==> src/sv/lwf_pkg.sv <==
// ----------------------------------------------------------------------------
// lwf_pkg
// Types, mode codes, hold lengths, register map and drive table shared by
// the wall-follow controller and its decision logic.
// ----------------------------------------------------------------------------
package lwf_pkg;

   localparam int RangeWidth = 14;
   localparam int SqWidth    = 2 * RangeWidth;

   // mode codes
   localparam logic [2:0] MODE_READY       = 3'd0;
   localparam logic [2:0] MODE_FOLLOW      = 3'd1;
   localparam logic [2:0] MODE_AVOID_LEFT  = 3'd2;
   localparam logic [2:0] MODE_AVOID_RIGHT = 3'd3;
   localparam logic [2:0] MODE_TURN_LEFT   = 3'd4;
   localparam logic [2:0] MODE_TURN_RIGHT  = 3'd5;
   localparam logic [2:0] MODE_COLLISION   = 3'd6;

   // hold lengths in ticks
   localparam logic [2:0] HOLD_SIDE  = 3'd7;
   localparam logic [2:0] HOLD_FRONT = 3'd5;
   localparam logic [2:0] HOLD_WALL  = 3'd2;

   // register indexes
   localparam logic [2:0] REG_NEAR_COLLISION = 3'd0;
   localparam logic [2:0] REG_FRONT_EXTRA    = 3'd1;
   localparam logic [2:0] REG_FRONT_TURN     = 3'd2;
   localparam logic [2:0] REG_WALL_MIN       = 3'd3;
   localparam logic [2:0] REG_WALL_MAX       = 3'd4;

   // register reset values
   localparam logic [RangeWidth-1:0] NEAR_COLLISION_RST = 14'd200;
   localparam logic [RangeWidth-1:0] FRONT_EXTRA_RST    = 14'd150;
   localparam logic [RangeWidth-1:0] FRONT_TURN_RST     = 14'd500;
   localparam logic [RangeWidth-1:0] WALL_MIN_RST       = 14'd300;
   localparam logic [RangeWidth-1:0] WALL_MAX_RST       = 14'd500;
   localparam logic [SqWidth-1:0]    WALL_MIN_SQ_RST    = 28'd90000;
   localparam logic [SqWidth-1:0]    WALL_MAX_SQ_RST    = 28'd250000;

   typedef struct packed {
      logic                  scan_valid;
      logic                  follow_right;
      logic [RangeWidth-1:0] diag_range;
      logic [RangeWidth-1:0] left_range_2;
      logic [RangeWidth-1:0] left_range_1;
      logic [RangeWidth-1:0] left_range_0;
      logic [RangeWidth-1:0] front_range_2;
      logic [RangeWidth-1:0] front_range_1;
      logic [RangeWidth-1:0] front_range_0;
      logic [RangeWidth-1:0] right_range_2;
      logic [RangeWidth-1:0] right_range_1;
      logic [RangeWidth-1:0] right_range_0;
   } lwf_item_type;

   typedef struct packed {
      logic [RangeWidth-1:0] near_collision_mm;
      logic [RangeWidth-1:0] front_extra_mm;
      logic [RangeWidth-1:0] front_turn_mm;
      logic [SqWidth-1:0]    wall_min_sq;
      logic [SqWidth-1:0]    wall_max_sq;
   } lwf_cfg_type;

   typedef struct packed {
      logic [2:0] cur_mode;
      logic [2:0] reported_mode;
      logic [2:0] hold_count;
      logic       last_side;
   } lwf_state_type;

   typedef struct packed {
      logic [2:0]        hold_left;
      logic              mode_changed;
      logic signed [5:0] drive_turn;
      logic signed [6:0] drive_power;
      logic [2:0]        mode;
   } lwf_result_type;

   localparam int ResultWidth = $bits(lwf_result_type);

   function automatic logic signed [6:0] drive_power_of(input logic [2:0] mode);
      logic signed [6:0] power;
      case (mode)
         MODE_FOLLOW:      power = 7'sd50;
         MODE_AVOID_LEFT:  power = 7'sd30;
         MODE_AVOID_RIGHT: power = 7'sd30;
         MODE_COLLISION:   power = -7'sd30;
         default:          power = 7'sd0;
      endcase
      return power;
   endfunction

   function automatic logic signed [5:0] drive_turn_of(input logic [2:0] mode);
      logic signed [5:0] turn;
      case (mode)
         MODE_AVOID_LEFT:  turn = -6'sd30;
         MODE_AVOID_RIGHT: turn = 6'sd30;
         MODE_TURN_LEFT:   turn = 6'sd30;
         MODE_TURN_RIGHT:  turn = -6'sd30;
         default:          turn = 6'sd0;
      endcase
      return turn;
   endfunction

endpackage

==> src/sv/laser_wall_follow_controller.sv <==
// ----------------------------------------------------------------------------
// laser_wall_follow_controller
// Wall-following mode controller: one item per control tick in, one result
// item per tick out, five range registers on an APB-style port.
// ----------------------------------------------------------------------------
// Takes one item per clock cycle while rsp_tready is high. Each item passes an
// input register, the decision logic (two 14x14 squares and the range
// compares) and a result register, from which its result is offered on
// rsp_tvalid. While a result waits on rsp_tready the block still takes one
// more item into its input register. The squared wall limits are computed
// when wall_min_mm or wall_max_mm is written.
// ----------------------------------------------------------------------------
module laser_wall_follow_controller (
   input  logic         clock,
   input  logic         reset,
   // right_range_0..2, front_range_0..2, left_range_0..2, diag_range,
   // 14 bits each, zero pad in [143:140]
   input  logic [143:0] req_tdata,
   // follow_right, scan_valid
   input  logic [1:0]   req_tuser,
   input  logic         req_tvalid,
   output logic         req_tready,
   // mode[2:0], drive_power[9:3], drive_turn[15:10], mode_changed[16],
   // hold_left[19:17], zero pad in [23:20]
   output logic [23:0]  rsp_tdata,
   output logic         rsp_tvalid,
   input  logic         rsp_tready,
   input  logic         csr_psel,
   input  logic         csr_penable,
   input  logic         csr_pwrite,
   input  logic [4:0]   csr_paddr,
   input  logic [31:0]  csr_pwdata,
   output logic [31:0]  csr_prdata,
   output logic         csr_pready
);

   localparam int Rw = lwf_pkg::RangeWidth;

   lwf_pkg::lwf_item_type   item_ff;
   lwf_pkg::lwf_item_type   item_in;
   logic                    item_valid_ff;
   logic                    item_valid_in;
   lwf_pkg::lwf_state_type  state_ff;
   lwf_pkg::lwf_state_type  state_next;
   lwf_pkg::lwf_result_type result;
   lwf_pkg::lwf_result_type rsp_data_ff;
   logic                    rsp_valid_ff;
   logic                    rsp_valid_in;
   lwf_pkg::lwf_cfg_type    cfg;
   logic [Rw-1:0]           wall_min_ff;
   logic [Rw-1:0]           wall_max_ff;
   logic [Rw-1:0]           wdata;
   logic [2:0]              reg_index;
   logic                    cfg_write;
   logic                    req_accept;
   logic                    out_load;

   // configuration
   assign csr_pready = 1'b1;
   assign cfg_write  = csr_psel && csr_penable && csr_pwrite && csr_pready;
   assign reg_index  = csr_paddr[4:2];
   assign wdata      = csr_pwdata[Rw-1:0];

   always_ff @(posedge clock) begin
      if (reset) begin
         cfg.near_collision_mm <= lwf_pkg::NEAR_COLLISION_RST;
         cfg.front_extra_mm    <= lwf_pkg::FRONT_EXTRA_RST;
         cfg.front_turn_mm     <= lwf_pkg::FRONT_TURN_RST;
         cfg.wall_min_sq       <= lwf_pkg::WALL_MIN_SQ_RST;
         cfg.wall_max_sq       <= lwf_pkg::WALL_MAX_SQ_RST;
         wall_min_ff           <= lwf_pkg::WALL_MIN_RST;
         wall_max_ff           <= lwf_pkg::WALL_MAX_RST;
      end else if (cfg_write) begin
         case (reg_index)
            lwf_pkg::REG_NEAR_COLLISION: cfg.near_collision_mm <= wdata;
            lwf_pkg::REG_FRONT_EXTRA:    cfg.front_extra_mm    <= wdata;
            lwf_pkg::REG_FRONT_TURN:     cfg.front_turn_mm     <= wdata;
            lwf_pkg::REG_WALL_MIN: begin
               wall_min_ff     <= wdata;
               cfg.wall_min_sq <= {{Rw{1'b0}}, wdata} * {{Rw{1'b0}}, wdata};
            end
            lwf_pkg::REG_WALL_MAX: begin
               wall_max_ff     <= wdata;
               cfg.wall_max_sq <= {{Rw{1'b0}}, wdata} * {{Rw{1'b0}}, wdata};
            end
            default: ;
         endcase
      end
   end

   always_comb begin
      case (reg_index)
         lwf_pkg::REG_NEAR_COLLISION: csr_prdata = {18'd0, cfg.near_collision_mm};
         lwf_pkg::REG_FRONT_EXTRA:    csr_prdata = {18'd0, cfg.front_extra_mm};
         lwf_pkg::REG_FRONT_TURN:     csr_prdata = {18'd0, cfg.front_turn_mm};
         lwf_pkg::REG_WALL_MIN:       csr_prdata = {18'd0, wall_min_ff};
         lwf_pkg::REG_WALL_MAX:       csr_prdata = {18'd0, wall_max_ff};
         default:                     csr_prdata = 32'd0;
      endcase
   end

   // input register
   assign out_load   = item_valid_ff && (!rsp_valid_ff || rsp_tready);
   assign req_tready = !item_valid_ff || out_load;
   assign req_accept = req_tvalid && req_tready;

   always_comb begin
      item_in.right_range_0 = req_tdata[0*Rw +: Rw];
      item_in.right_range_1 = req_tdata[1*Rw +: Rw];
      item_in.right_range_2 = req_tdata[2*Rw +: Rw];
      item_in.front_range_0 = req_tdata[3*Rw +: Rw];
      item_in.front_range_1 = req_tdata[4*Rw +: Rw];
      item_in.front_range_2 = req_tdata[5*Rw +: Rw];
      item_in.left_range_0  = req_tdata[6*Rw +: Rw];
      item_in.left_range_1  = req_tdata[7*Rw +: Rw];
      item_in.left_range_2  = req_tdata[8*Rw +: Rw];
      item_in.diag_range    = req_tdata[9*Rw +: Rw];
      item_in.follow_right  = req_tuser[0];
      item_in.scan_valid    = req_tuser[1];
   end

   always_comb begin
      item_valid_in = item_valid_ff;
      if (req_accept) begin
         item_valid_in = 1'b1;
      end else if (out_load) begin
         item_valid_in = 1'b0;
      end
   end

   always_ff @(posedge clock) begin
      if (reset) begin
         item_valid_ff <= 1'b0;
      end else begin
         item_valid_ff <= item_valid_in;
      end
   end

   always_ff @(posedge clock) begin
      if (req_accept) begin
         item_ff <= item_in;
      end
   end

   lwf_decide u_decide (
      .item       (item_ff),
      .cfg        (cfg),
      .state      (state_ff),
      .state_next (state_next),
      .result     (result)
   );

   // controller state and result register
   always_comb begin
      rsp_valid_in = rsp_valid_ff;
      if (out_load) begin
         rsp_valid_in = 1'b1;
      end else if (rsp_tready) begin
         rsp_valid_in = 1'b0;
      end
   end

   always_ff @(posedge clock) begin
      if (reset) begin
         state_ff.cur_mode      <= lwf_pkg::MODE_READY;
         state_ff.reported_mode <= lwf_pkg::MODE_READY;
         state_ff.hold_count    <= 3'd0;
         state_ff.last_side     <= 1'b1;
         rsp_valid_ff           <= 1'b0;
      end else begin
         if (out_load) begin
            state_ff <= state_next;
         end
         rsp_valid_ff <= rsp_valid_in;
      end
   end

   always_ff @(posedge clock) begin
      if (out_load) begin
         rsp_data_ff <= result;
      end
   end

   assign rsp_tvalid = rsp_valid_ff;
   assign rsp_tdata  = {{(24 - lwf_pkg::ResultWidth){1'b0}}, rsp_data_ff};

`ifndef SYNTHESIS
   a_reported_tracks_result: assert property (@(posedge clock) disable iff (reset)
      out_load |=> (rsp_data_ff.mode == state_ff.reported_mode))
      else $error("reported mode differs from the result just loaded");

   a_side_change_hold: assert property (@(posedge clock) disable iff (reset)
      (out_load && (item_ff.follow_right != state_ff.last_side)) |=>
         (state_ff.hold_count == lwf_pkg::HOLD_SIDE && rsp_data_ff.mode_changed ==
          (rsp_data_ff.mode != $past(state_ff.reported_mode))))
      else $error("side change did not start a full hold");

   a_hold_countdown: assert property (@(posedge clock) disable iff (reset)
      (out_load && item_ff.follow_right == state_ff.last_side &&
       state_ff.hold_count != 3'd0 && state_ff.cur_mode != lwf_pkg::MODE_COLLISION)
         |=> (state_ff.hold_count == $past(state_ff.hold_count) - 3'd1 ||
              state_ff.cur_mode == lwf_pkg::MODE_COLLISION))
      else $error("hold count did not count down");

   a_state_held_when_idle: assert property (@(posedge clock) disable iff (reset)
      !out_load |=> $stable(state_ff))
      else $error("controller state changed without an item");
`endif

endmodule

==> src/sv/lwf_decide.sv <==
// ----------------------------------------------------------------------------
// lwf_decide
// Mode decision for one control tick: side change, collision, hold countdown,
// front obstacle and wall distance rules, plus the drive table lookup.
// ----------------------------------------------------------------------------
module lwf_decide (
   input  lwf_pkg::lwf_item_type   item,
   input  lwf_pkg::lwf_cfg_type    cfg,
   input  lwf_pkg::lwf_state_type  state,
   output lwf_pkg::lwf_state_type  state_next,
   output lwf_pkg::lwf_result_type result
);

   logic [lwf_pkg::RangeWidth:0]   front_limit;
   logic                           side_change;
   logic                           collision;
   logic                           front_block;
   logic [lwf_pkg::RangeWidth-1:0] side_range;
   logic [lwf_pkg::SqWidth-1:0]    diag_sq;
   logic [lwf_pkg::SqWidth-1:0]    side_sq;
   logic [lwf_pkg::SqWidth-1:0]    diff;
   logic                           diff_neg;
   logic [2:0]                     mode_next;

   assign front_limit = {1'b0, cfg.near_collision_mm} + {1'b0, cfg.front_extra_mm};
   assign side_change = item.follow_right != state.last_side;

   assign collision = item.scan_valid && (
      (item.right_range_0 < cfg.near_collision_mm) ||
      (item.right_range_1 < cfg.near_collision_mm) ||
      (item.right_range_2 < cfg.near_collision_mm) ||
      (item.left_range_0 < cfg.near_collision_mm) ||
      (item.left_range_1 < cfg.near_collision_mm) ||
      (item.left_range_2 < cfg.near_collision_mm) ||
      ({1'b0, item.front_range_0} < front_limit) ||
      ({1'b0, item.front_range_1} < front_limit) ||
      ({1'b0, item.front_range_2} < front_limit));

   assign front_block = (item.front_range_0 < cfg.front_turn_mm) ||
                        (item.front_range_1 < cfg.front_turn_mm) ||
                        (item.front_range_2 < cfg.front_turn_mm);

   // diag squared against side squared
   assign side_range = item.follow_right ? item.right_range_0 : item.left_range_2;
   assign diag_sq    = {{lwf_pkg::RangeWidth{1'b0}}, item.diag_range} *
                       {{lwf_pkg::RangeWidth{1'b0}}, item.diag_range};
   assign side_sq    = {{lwf_pkg::RangeWidth{1'b0}}, side_range} *
                       {{lwf_pkg::RangeWidth{1'b0}}, side_range};
   assign diff_neg   = diag_sq < side_sq;
   assign diff       = diag_sq - side_sq;

   always_comb begin
      state_next = state;
      if (side_change) begin
         state_next.last_side  = item.follow_right;
         state_next.cur_mode   = item.follow_right ? lwf_pkg::MODE_TURN_LEFT
                                                   : lwf_pkg::MODE_TURN_RIGHT;
         state_next.hold_count = lwf_pkg::HOLD_SIDE;
      end else if (collision) begin
         state_next.cur_mode = lwf_pkg::MODE_COLLISION;
      end else if (state.hold_count != 3'd0) begin
         state_next.hold_count = state.hold_count - 3'd1;
      end else if (item.scan_valid && front_block) begin
         state_next.cur_mode   = item.follow_right ? lwf_pkg::MODE_TURN_LEFT
                                                   : lwf_pkg::MODE_TURN_RIGHT;
         state_next.hold_count = lwf_pkg::HOLD_FRONT;
      end else if (item.scan_valid) begin
         if (diff_neg) begin
            state_next.cur_mode = lwf_pkg::MODE_FOLLOW;
         end else if (diff < cfg.wall_min_sq) begin
            state_next.cur_mode = item.follow_right ? lwf_pkg::MODE_AVOID_RIGHT
                                                    : lwf_pkg::MODE_AVOID_LEFT;
         end else if (diff > cfg.wall_max_sq) begin
            state_next.cur_mode = item.follow_right ? lwf_pkg::MODE_AVOID_LEFT
                                                    : lwf_pkg::MODE_AVOID_RIGHT;
         end else begin
            state_next.cur_mode = lwf_pkg::MODE_FOLLOW;
         end
         state_next.hold_count = lwf_pkg::HOLD_WALL;
      end
      state_next.reported_mode = state_next.cur_mode;
   end

   assign mode_next = state_next.cur_mode;

   always_comb begin
      result.mode         = mode_next;
      result.drive_power  = lwf_pkg::drive_power_of(mode_next);
      result.drive_turn   = lwf_pkg::drive_turn_of(mode_next);
      result.mode_changed = mode_next != state.reported_mode;
      result.hold_left    = state_next.hold_count;
   end

endmodule
==> config.mk <==
export PLATFORM = sky130hd
export DESIGN_NAME = laser_wall_follow_controller
export DESIGN_NICKNAME = d
export VERILOG_FILES = /design/src/sv/lwf_pkg.sv /design/src/sv/laser_wall_follow_controller.sv /design/src/sv/lwf_decide.sv
export SDC_FILE = /design/constraint.sdc
export NUM_CORES = 2
export LEC_CHECK = 0
export ABC_AREA = 1
export BUFFER_PORTS_ARGS = -buffer_cell sky130_fd_sc_hd__buf_2
export CELL_PAD_IN_SITES_DETAIL_PLACEMENT = 0
export CELL_PAD_IN_SITES_GLOBAL_PLACEMENT = 1
export CORE_UTILIZATION = 40
export DETAILED_ROUTE_END_ITERATION = 12
export PLACE_DENSITY_LB_ADDON = 0.1
export SKIP_LAST_GASP = 1
export SYNTH_ARGS = -nofsm -noshare
export SYNTH_HDL_FRONTEND = slang
export SYNTH_SLANG_ARGS = --single-unit
==> constraint.sdc <==
create_clock -name clock -period 11.8 [get_ports clock]
set_input_delay 1.18 -clock clock [delete_from_list [all_inputs] [get_ports clock]]
set_output_delay 1.18 -clock clock [all_outputs]
set_load 0.03 [all_outputs]
==> flow_summary.toml <==
[synth]
synth_top_area_share_pct = 20.4
ys_top_cells_by_count = "inv_1, nand2_1, ha_1"
synth_most_common_cell = "inv_1"
async_flop_share_pct = 0
synthTopCellsByArea = "fa_1, ha_1, edfxtp_1, inv_1, nand2_1"
synth_ff_type = "edfxtp_1"
synthAdderAreaFrac_pct = 39.4
yosys_warnings = 0
muxShareOfSynthArea_pct = 0.0330
yosys.area_share.simple_pct = 13.2
avgSynthCellArea_sq_um = 8.45
synth.distinct_cells = 60
ys_ff_latch = 288
seq_area_frac_synth_pct = 21.5
synthXorXnorAreaFrac_pct = 3.66
netlist_instances = 4044
syn_area_sq_mm = 0.0342
synth_compound_area_share_pct = 10.9
synth_top_area_cell = "fa_1"
synth_edf_count = 157
synth_top_family_by_area = "adder cells"

[critical_path]
crit_path_start_kind = "flip-flop"
cpPeakStageDelay_ns = 0.52
crit_top_cell = "nand2_1"
cp-end-kind = "flip-flop"
path_delay_family = "adder cells"
crit_cells = 50
cpMaxStageDelayCell = "fa_1"
critPathKind = "flip-flop to flip-flop"
worstPathArrival_ns = 11.10
critical_path.max_fanout = 21
reg2reg_depth = 50
cp_data_required_time_ns = 12.12
crit_buf_inv = 9

[floorplan]
die_h_um = 294
core-area_sq_mm = 0.0841
io_pins = 249
die-area_sq_mm = 0.0866
initial_core_util_pct = 40.6
die_w_um = 294
row_count = 106

[route]
wl_mm = 89.3
wl_per_cell_um = 16.6
drtIter0Drc = 1081
firstDrtPassIters = 5
via_per_inst = 4.77
postRouteAntennaNets = 0
drc = 0
vias = 25644

[placement]
dp.final_hpwl_mm = 73.1
place_congestion = 0.829
portBuffers = 199
dp.cells = 5304

[cts]
ctsHoldBuffers = 0
cts_buffers = 38
cts_tree = "done"
clock-sinks = 288
post_cts_buffers = 0
htreeDepth = 2
root_buffer = "clkbuf_16"
cts_resized = 0
clockBufferDepth = 3
clkTransAtPathRegs_ns = 0.06
clock_latency_ns = 0.57

[timing]
clock-skew-final_ns = 0.0296
timing.hold.ws_ns = 0.464
rsz0062_at_grt = "false"
fin_crit_sh_pct = 91.3
slew_violations = 0
post-route-min-period_ns = 10.77
tns_ns = 0
worst-slew-pin-transition_ns = 0.957
hold_viol_final = 0
slew_headroom_pct = 36.2
final-setup-viol-count = 0
fmax_ghz = 0.0928

[global_route]
grt_start_max_net_pins = 94
overflow = 0
grt_pass1_vias = 25840
grt_antenna_before_repair = 6
grt.total_usage_pct = 21.1
grt_pass1_wl_mm = 142

[layout]
fin_cells = 5378
nets = 5268
drive_gt1_share_pct = 8.54
n_fill_cell = 8589
final_util_pct = 44.8
syn_to_final_growth_pct = 10.1

[min_path]
worstHoldPathType = "flip-flop to flip-flop"
hold_depth = 2

[run_status]
status = "finished, final reports clean"

[flow_run]
drv_cap = 0
==> registers in the layout, indices dropped and copies added, names as in the netlist <==
register and cells:
rsp_tdata 15, rsp_tvalid 1, item_valid_ff 1, cfg 96
state_ff 7, item_ff 142, wall_min_ff 13, wall_max_ff 13
==> layout make-up <==
| class | count | area (sq um) | share of cell area (%) |
|---|---|---|---|
| timing repair buffer | 221 | 1160 | 3.09 |
| clock buffer | 51 | 1090 | 2.91 |
| tap | 1134 | 1420 | 3.77 |
| clock inverter | 18 | 259 | 0.688 |
| sequential | 288 | 7340 | 19.5 |
| antenna | 5 | 12.5 | 0.0333 |
| inverter | 872 | 3280 | 8.71 |
| multi-input combinational | 2789 | 23100 | 61.3 |
==> cells in the final DEF, fill, tap and decap left out, drive strengths merged, types with 20 or more instances in the layout <==
master	Yosys	routed
nand4	21	21
o211ai	42	42
buf	37	221
ha	520	520
a21oi	303	303
clkbuf	81	51
xnor2	53	53
conb	2	25
xor2	89	89
a21o	20	20
fa	348	348
nand2	732	732
nor2	225	225
o21ai	205	205
nor3	29	29
inv	868	873
edfxtp	157	157
nand3	68	68
dfxtp	131	131
==> logic make-up after synthesis <==
| family | count (synthesis) |
|---|---|
| other | 2 |
| adder cells (fa/ha/maj) | 868 |
| AND/OR/NAND/NOR | 1103 |
| multiplexers | 1 |
| XOR/XNOR | 142 |
| AO/OA/AOI/OAI | 650 |
| flip-flops | 288 |
| buffers and inverters | 990 |
==> per-stage QoR <==
stage | setup WS (ns) | instance area [sq um]
2_1_floorplan | 2.99 | 34200
3_3_place_gp | 1.23 | 36300
3_5_place_dp | 1.16 | 36300
4_1_cts | 1.06 | 37600
5_1_grt | 0.157 | 37600
6_report | 1.03 | 37600
==> path summary, 6_finish.rpt <==
kind	from	endpoint	slack, ns
worst max-delay path	item_ff[140]$_DFFE_PP_	rsp_tdata[11]$_DFFE_PP_	1.03
worst min-delay path	cfg[31]$_SDFFE_PP0P_	cfg[31]$_SDFFE_PP0P_	0.46
worst max register to register	item_ff[140]$_DFFE_PP_	rsp_tdata[11]$_DFFE_PP_	1.03
worst min register to register	cfg[31]$_SDFFE_PP0P_	cfg[31]$_SDFFE_PP0P_	0.46
==> worst reg2reg max path, delay by kind of cell, from the launching register on <==
| kind | cells | cell delay, ns |
|---|---|---|
| fa+ha+maj | 9 | 3.89 |
| simple gates | 20 | 2.47 |
| compound gates | 10 | 2.15 |
| buf+inv | 9 | 1.08 |
| xor+xnor | 2 | 0.61 |
| flops | 1 | 0.33 |
==> metal layers <==
metal	up-vias	share of wire, %	global-route usage, %
met4	0	1.6	4.00
li1	13178	-	-
met5	-	0	0
met2	341	47	35.0
met1	12062	49	29.9
met3	63	3.2	2.03
Power is left out: the tool's default activity adds up to more than one toggle a clock period on the data nets, which glitch-free logic cannot reach.
